## src/sv/stda_pkg.sv

```systemverilog
// ----------------------------------------------------------------------------
// stda_pkg
// Shared types and constants of the strip to diffraction angle converter.
// ----------------------------------------------------------------------------
package stda_pkg;

  // The vector that one CORDIC iteration works on.
  typedef struct packed {
    logic signed [63:0] x;
    logic signed [63:0] y;
    logic signed [31:0] z;
  } cordic_t;

  // Values that ride along the CORDIC stages unchanged.
  typedef struct packed {
    logic signed [45:0] cterm;
    logic signed [31:0] offset;
    logic signed [31:0] det;
  } side_t;

  // 2^20 * 180 / pi, rounded.
  localparam logic [25:0] RadToDeg = 26'd60078979;

  // Initial CORDIC x, 2^44.
  localparam logic signed [63:0] CordicX0 = 64'sh0000_1000_0000_0000;

  // atan(2^-i) in units of 2^-30 rad, truncated.
  function automatic logic signed [31:0] atan_const(input int unsigned i);
    logic signed [31:0] t;
    case (i)
      0:  t = 32'sh3243F6A8;
      1:  t = 32'sh1DAC6705;
      2:  t = 32'sh0FADBAFC;
      3:  t = 32'sh07F56EA6;
      4:  t = 32'sh03FEAB76;
      5:  t = 32'sh01FFD55B;
      6:  t = 32'sh00FFFAAA;
      7:  t = 32'sh007FFF55;
      8:  t = 32'sh003FFFEA;
      9:  t = 32'sh001FFFFD;
      10: t = 32'sh000FFFFF;
      11: t = 32'sh0007FFFF;
      12: t = 32'sh0003FFFF;
      13: t = 32'sh0001FFFF;
      14: t = 32'sh0000FFFF;
      15: t = 32'sh00007FFF;
      16: t = 32'sh00003FFF;
      17: t = 32'sh00001FFF;
      18: t = 32'sh00000FFF;
      19: t = 32'sh000007FF;
      20: t = 32'sh000003FF;
      21: t = 32'sh000001FF;
      22: t = 32'sh000000FF;
      23: t = 32'sh0000007F;
      24: t = 32'sh0000003F;
      25: t = 32'sh0000001F;
      26: t = 32'sh0000000F;
      27: t = 32'sh00000008;
      28: t = 32'sh00000004;
      29: t = 32'sh00000002;
      30: t = 32'sh00000001;
      default: t = 32'sh00000000;
    endcase
    return t;
  endfunction

endpackage

```

## src/sv/stda_cordic_step.sv

```systemverilog
// ----------------------------------------------------------------------------
// stda_cordic_step
// One registered iteration of the vectoring CORDIC that computes atan.
// ----------------------------------------------------------------------------
module stda_cordic_step #(
  parameter int SHIFT = 0
) (
  input  logic             clk,
  input  logic             rst,
  input  logic             advance,
  input  logic             src_valid,
  input  stda_pkg::cordic_t src_vec,
  input  stda_pkg::side_t   src_side,
  output logic             dst_valid,
  output stda_pkg::cordic_t dst_vec,
  output stda_pkg::side_t   dst_side
);

  logic signed [63:0] dx;
  logic signed [63:0] dy;
  logic signed [31:0] t;
  stda_pkg::cordic_t  vec_next;

  assign dx = $signed(src_vec.y) >>> SHIFT;
  assign dy = $signed(src_vec.x) >>> SHIFT;
  assign t  = stda_pkg::atan_const(SHIFT);

  // Rotate toward the x axis: the sign of y picks the direction.
  always_comb begin
    if (!src_vec.y[63]) begin
      vec_next.x = src_vec.x + dx;
      vec_next.y = src_vec.y - dy;
      vec_next.z = src_vec.z + t;
    end else begin
      vec_next.x = src_vec.x - dx;
      vec_next.y = src_vec.y + dy;
      vec_next.z = src_vec.z - t;
    end
  end

  always_ff @(posedge clk) begin
    if (rst) begin
      dst_valid <= 1'b0;
    end else if (advance) begin
      dst_valid <= src_valid;
    end
  end

  always_ff @(posedge clk) begin
    if (advance) begin
      dst_vec  <= vec_next;
      dst_side <= src_side;
    end
  end

endmodule

```

## config.mk

```make
export PLATFORM = sky130hd
export DESIGN_NAME = stda_cordic_step
export DESIGN_NICKNAME = d
export VERILOG_FILES = /design/src/sv/stda_pkg.sv /design/src/sv/stda_cordic_step.sv
export SDC_FILE = /design/constraint.sdc
export NUM_CORES = 1
export LEC_CHECK = 0
export BUFFER_PORTS_ARGS = -buffer_cell sky130_fd_sc_hd__buf_2
export CAP_MARGIN = 20
export CORE_UTILIZATION = 30
export CTS_BUF_LIST = sky130_fd_sc_hd__clkbuf_4
export CTS_CLUSTER_SIZE = 30
export DETAILED_ROUTE_END_ITERATION = 8
export PLACE_DENSITY = 0.54
export SETUP_SLACK_MARGIN = 0.02
export SYNTH_ARGS = -nofsm -noshare
export SYNTH_HDL_FRONTEND = slang
export SYNTH_SLANG_ARGS = --single-unit
export TNS_END_PERCENT = 20
```

## constraint.sdc

```tcl
create_clock -name clk -period 3.9 [get_ports clk]
set_input_delay 0.195 -clock clk [delete_from_list [all_inputs] [get_ports clk]]
set_output_delay 0.195 -clock clk [all_outputs]
set_load 0.05 [all_outputs]
```

==> flow_summary.json, run 1 <==
{
  "seq_power_share_pct": 32.7,
  "numPortBuffers": 544,
  "cts.sinks": 270,
  "syn_nets": 3052,
  "min_period_ps": 3750,
  "setup-tns-final_ps": 0,
  "hp-class": "in -> reg",
  "synth_common_cells": "a21oi_1, edfxtp_1, ha_1, inv_1, nor2_1",
  "finalMaxSlewViolations": 0,
  "initial_core_util_pct": 30.3,
  "drive_gt1_share_pct": 24.8,
  "hold_viol": 0,
  "synth_area_per_cell_um2": 8.90,
  "p_sw_share_pct": 43.9,
  "slew-limit-headroom_pct": 27.5,
  "cts_tree": "done",
  "cts.clk_slew.worst_paths_ps": 60,
  "switching_power_mw": 5.18,
  "clockRootBuffer": "clkbuf_4",
  "synth-seq-cells": 270,
  "rows": 100,
  "internal-power_mw": 6.61,
  "whs_ps": 73.0,
  "drc": 0,
  "overflow": 0,
  "combPwrFrac_pct": 44.0,
  "rsz0062_at_grt": "no",
  "chipWidth_um": 277,
  "instances_no_fill": 4507,
  "critical_path_class": "in -> reg",
  "numCtsBuffers": 82,
  "worst_pin_slew_ps": 1090,
  "clock_skew_ps": 0,
  "routed_wl_um": 106000,
  "period_share_pct": 96.2,
  "irDropWorstVdd_v": 0.000293,
  "synth_area_leader_cell": "edfxtp_1",
  "yosys_warnings": 0,
  "drv_cap": 0,
  "outcome": "finished clean",
  "cp-end-kind": "register",
  "setup-violations-final": 0,
  "fp.dieH_um": 277,
  "cts-htree-levels": 3,
  "design.die.area_um2": 76500,
  "layout.nets": 3979,
  "powerDensity_nw_per_um2": 383,
  "start_kind": "input pin",
  "ys_seq_area_share_pct": 35.8,
  "ant_nets": 0,
  "cp.required_ps": 4420,
  "vias": 23966,
  "avgRoutedWirePerCell_um": 23.5,
  "yosysMostFrequentCell": "a21oi_1",
  "clkLatencyLatePin_ps": 820,
  "async_reset_ff_share_pct": 0,
  "power_leakage_nw": 13.5,
  "routed_via_density": 5.32,
  "p_total_mw": 11.8,
  "area_growth_pct": 36.3,
  "utilization_pct": 41.3,
  "grt_usage_pct": 26.7,
  "setup_ws_ps": 149,
  "num_io_pins": 545,
  "hpwl_um": 84300,
  "dp_slack_ps": 29.0,
  "dr.pass1.iters": 5,
  "placed_cells": 4119,
  "cts_buffer_depth": 3,
  "synth-edff-count": 269,
  "yosys-top-cells-area": "edfxtp_1, ha_1, a21oi_1, xnor2_1, o21ai_0",
  "stdcell_area_um2": 30800,
  "fmax_mhz": 267,
  "postCtsSetupBuffers": 0,
  "yosysTopAreaCellShare_pct": 35.7,
  "synth_cell_types": 85,
  "syn_area_um2": 22600,
  "grt_pass1_vias": 23636,
  "grt_start_max_net_pins": 95,
  "antenna_found_initial": 19,
  "place_area_um2": 27500,
  "pwr-share-clk_pct": 23.2,
  "syn_inst": 2541,
  "crit_arrival_ps": 4270,
  "path_max_fanout": 5,
  "core_um2": 74600,
  "gp_congestion": 0.974,
  "drtIter0Drc": 2041,
  "synth-main-ff-cell": "edfxtp_1",
  "grt_pass1_wl_um": 153000
}
[area by class of cell]
cell class,count,area [µm²]
diodes,15,37.5
repair buffers,950,6430
flip-flops and latches,270,8100
inverters,226,853
multi-input cells,1938,13200
well taps,969,1210
fillers,7537,43800
clock buffers,105,788
clock inverters,34,185
[state kept, by name, indices dropped and copies added, names as in the netlist]
register / flops
dst_vec: 159
dst_valid: 1
dst_side: 110
[cell families (layout without fill, tap and decap cells)]
| logic type | Yosys count | in the layout | share of synthesized area (%) |
|---|---|---|---|
| multiplexers | 28 | 28 | 1.24 |
| flip-flops | 270 | 270 | 35.8 |
| XOR/XNOR | 140 | 140 | 5.42 |
| AND/OR/NAND/NOR | 670 | 670 | 14.3 |
| AO/OA/AOI/OAI | 863 | 863 | 24.2 |
| buffers and inverters | 333 | 1315 | 5.79 |
| other | 0 | 15 | 0 |
| adder cells (fa/ha/maj) | 237 | 237 | 13.2 |
[final timing paths]
kind / from / endpoint / slack, ps / depth (start not counted)
hold / removal: src_side[6] / dst_side[6] / 70 / 2
setup reg to reg: dst_valid / dst_valid / 2740 / 3
hold reg to reg: dst_valid / dst_valid / 1060 / 3
setup / recovery: src_vec[106] / dst_vec[151] / 150 / 14
[critical path, stage by stage]
cell	delay, ps
dlygate4sd3_1	540
buf_2	140
ha_1	290
dlygate4sd3_1	550
inv_1	110
buf_4	170
a21oi_1	130
o31ai_1	160
a221oi_2	560
a211oi_2	240
o31ai_2	430
a21oi_1	230
o311ai_1	390
xnor2_1	130
[layer usage]
metal  GRT usage [%]  up-vias  share of wire, %
li1                -    11259                 -
met1            31.0    11319                38
met2            46.3     1134                49
met3            5.99      240               7.8
met4            12.5       14               4.7
met5               0        -             0.086
[power groups by stage]
stage	clock network, mW	logic [mW]	registers (mW)
2_1_floorplan	0	1.82	5.20
3_3_place_gp	0	4.91	3.92
3_5_place_dp	0	4.89	3.92
6_report	2.74	5.19	3.86
5_1_grt	3.01	5.45	3.89
4_1_cts	2.85	5.13	3.86
[what timing repair did]
action                     in CTS  in global routing
setup endpoints to repair       0                  3
hold buffers                  234                  0
hold endpoints to repair      222                  0
resized for setup               0                  1
[cells in the final DEF, fill, tap and decap left out, types with 12 or more instances in the layout]
cell type / n
buf_2: 542
nor2_1: 190
a21oi_1: 298
nor3_1: 77
o211ai_1: 19
a211oi_1: 21
inv_1: 216
o21bai_1: 53
edfxtp_1: 269
xnor2_1: 127
buf_4: 168
nor4_1: 25
xor2_1: 13
nand2b_1: 18
clkbuf_4: 105
nand3_1: 55
a221oi_1: 12
mux2i_1: 28
diode_2: 15
nor2b_1: 28
o21a_1: 29
and2_1: 19
ha_1: 233
nand4_1: 51
a21o_1: 60
and3_1: 12
o31ai_1: 30
dlygate4sd3_1: 234
clkinv_1: 28
a31oi_1: 29
nand2_1: 151
o21ai_0: 180
No activity file was read; power rests on OpenSTA's default activity.
==> run 2: changes to the inputs <==
--- a/config.mk
+++ b/config.mk
@@ -8,7 +8,7 @@
 export BUFFER_PORTS_ARGS = -buffer_cell sky130_fd_sc_hd__buf_2
 export CAP_MARGIN = 20
 export CORE_UTILIZATION = 30
-export CTS_BUF_LIST = sky130_fd_sc_hd__clkbuf_4
+export CTS_BUF_LIST = sky130_fd_sc_hd__clkbuf_4 sky130_fd_sc_hd__clkbuf_8
 export CTS_CLUSTER_SIZE = 30
 export DETAILED_ROUTE_END_ITERATION = 8
 export PLACE_DENSITY = 0.54
==> run 2 against run 1 <==
  * Non-clock buffer count down 113
  * Critical path type unchanged
  * Largest power group unchanged
  * Final area fell by 3.1%
  * Combinational power shrank 2%
  * Worst setup slack better by 120 ps
  * Critical path depth grew 1
  * Clock-buffer cell count is 37 lower
  * Sequential power about the same
  * Clock skew stayed put
==> flow_summary.json, run 2 (same netlist as run 1, synthesis figures left out) <==
{
  "slew-limit-headroom_pct": 27.8,
  "antenna_found_initial": 20,
  "postCtsSetupBuffers": 0,
  "grt_usage_pct": 26.0,
  "area_growth_pct": 32.1,
  "cts.clk_slew.worst_paths_ps": 60,
  "irDropWorstVdd_v": 0.000279,
  "drtIter0Drc": 1937,
  "power_leakage_nw": 13.1,
  "routed_via_density": 5.38,
  "cts_tree": "done",
  "p_total_mw": 12.2,
  "core_um2": 74600,
  "gp_congestion": 0.974,
  "cp-end-kind": "register",
  "worst_pin_slew_ps": 1080,
  "layout.nets": 3835,
  "fmax_mhz": 276,
  "period_share_pct": 93.0,
  "whs_path_depth": 4,
  "cp_top_family": "compound AO/OA/AOI/OAI gates",
  "utilization_pct": 40.0,
  "instances_no_fill": 4341,
  "min_period_ps": 3630,
  "cts_buffer_depth": 3,
  "fp.dieH_um": 277,
  "path_cells": "dlygate4sd3_1 > buf_2 > ha_1 > fa_1 > nor2b_1 > o211ai_2 > a2111oi_0 > buf_4 > nor4_4 > a311oi_1 > or3_4 > a311o_1 > a21oi_1 > xnor2_1 > buf_4",
  "whs_ps": 46.8,
  "critical_path_class": "in -> reg",
  "ant_nets": 0,
  "placed_cells": 4119,
  "cts.sinks": 270,
  "clockRootBuffer": "clkbuf_8",
  "nFillCells": 7581,
  "slowest_delay_ps": 550,
  "overflow": 0,
  "slowest_stage": "dlygate4sd3_1",
  "clock_skew_ps": 0,
  "initial_core_util_pct": 30.3,
  "hold_viol": 0,
  "clkLatencyLatePin_ps": 630,
  "num_io_pins": 545,
  "layout_common_cells": "buf_2, a21oi_1, edfxtp_1, ha_1, inv_1",
  "largest_reg_flops": 159,
  "outcome": "finished clean",
  "grt_pass1_vias": 22745,
  "biggestRegsByFlops": "dst_vec x159, dst_side x110, dst_valid x1",
  "numCtsBuffers": 51,
  "powerDensity_nw_per_um2": 408,
  "setup-tns-final_ps": 0,
  "crit_arrival_ps": 4050,
  "numPortBuffers": 544,
  "cp.required_ps": 4320,
  "start_kind": "input pin",
  "path_max_fanout": 4,
  "chipWidth_um": 277,
  "grt_pass1_wl_um": 150000,
  "setup-violations-final": 0,
  "worst-path-buf-inv": 4,
  "drv_cap": 0,
  "grt_start_max_net_pins": 95,
  "dr.pass1.iters": 6,
  "multiInputGateArea_um2": 13200,
  "hp-class": "in -> reg",
  "avgRoutedWirePerCell_um": 23.9,
  "vias": 23358,
  "layout_commonest_cell": "buf_2",
  "cts-htree-levels": 2,
  "rows": 100,
  "largest-register": "dst_vec",
  "finalMaxSlewViolations": 0,
  "design.die.area_um2": 76500,
  "hpwl_um": 84300,
  "routed_wl_um": 104000,
  "drc": 0,
  "final-seq-area_um2": 8100,
  "drive_gt1_share_pct": 25.0,
  "cpMostUsedCell": "buf_4",
  "rsz0062_at_grt": "no",
  "cp.depth": 15,
  "reg2regPathDepth": 3
}
[run 2: cell types whose count changed in the layout (fill, tap and decap cells not counted), moves of 2 or more]
cell,before,now
inv_6,2,0
dlygate4sd3_1,234,121
clkinv_4,3,0
diode_2,15,11
bufinv_16,1,8
clkbuf_4,105,16
clkinv_1,28,12
clkbuf_8,0,52
[run 2: repair_timing]
action | 4_1_cts | 5_1_grt
endpoints found under the setup margin | 0 | 1
hold buffers | 120 | 1
endpoints found under the hold margin | 120 | 9
gates resized for setup | 0 | 1
[run 2: where the power goes]
group	leakage (nW)	switching [mW]	internal, mW
logic	9.82	3.58	1.49
registers	2.64	0.157	3.70
clock network	0.600	1.34	1.92
total	13.1	5.08	7.11
[run 2: layout make-up]
cell class              instances  share of cell area, %
well taps                     969                   4.06
multi-input cells            1938                   44.2
flip-flops and latches        270                   27.1
diodes                         11                 0.0922
clock buffers                  68                   2.80
clock inverters                22                   1.08
inverters                     226                   2.86
repair buffers                837                   17.7
[run 2: stage by stage]
step	instance area [µm²]	setup WS [ps]
3_5_place_dp	27500	29.0
4_1_cts	29800	167
3_3_place_gp	27500	48.6
6_report	29900	273
5_1_grt	29900	132
2_1_floorplan	22600	75.0
[run 2: worst min-delay path, stage by stage]
cell and delay (ps):
buf_2 120, inv_1 60, ha_1 120, inv_1 40
[run 2: layer usage]
layer	global-route usage, %	routed length (µm)
met1	30.9	39800
met2	45.4	51000
met3	5.27	8190
met4	11.1	4660
met5	0	60
[run 2: worst paths after layout]
check                                  from           to  slack (ps)
worst max-delay path            src_vec[96]  dst_vec[82]         270
worst min-delay path            src_vec[32]  dst_vec[96]          50
worst max register to register    dst_valid    dst_valid        2730
worst min register to register    dst_valid    dst_valid        1070
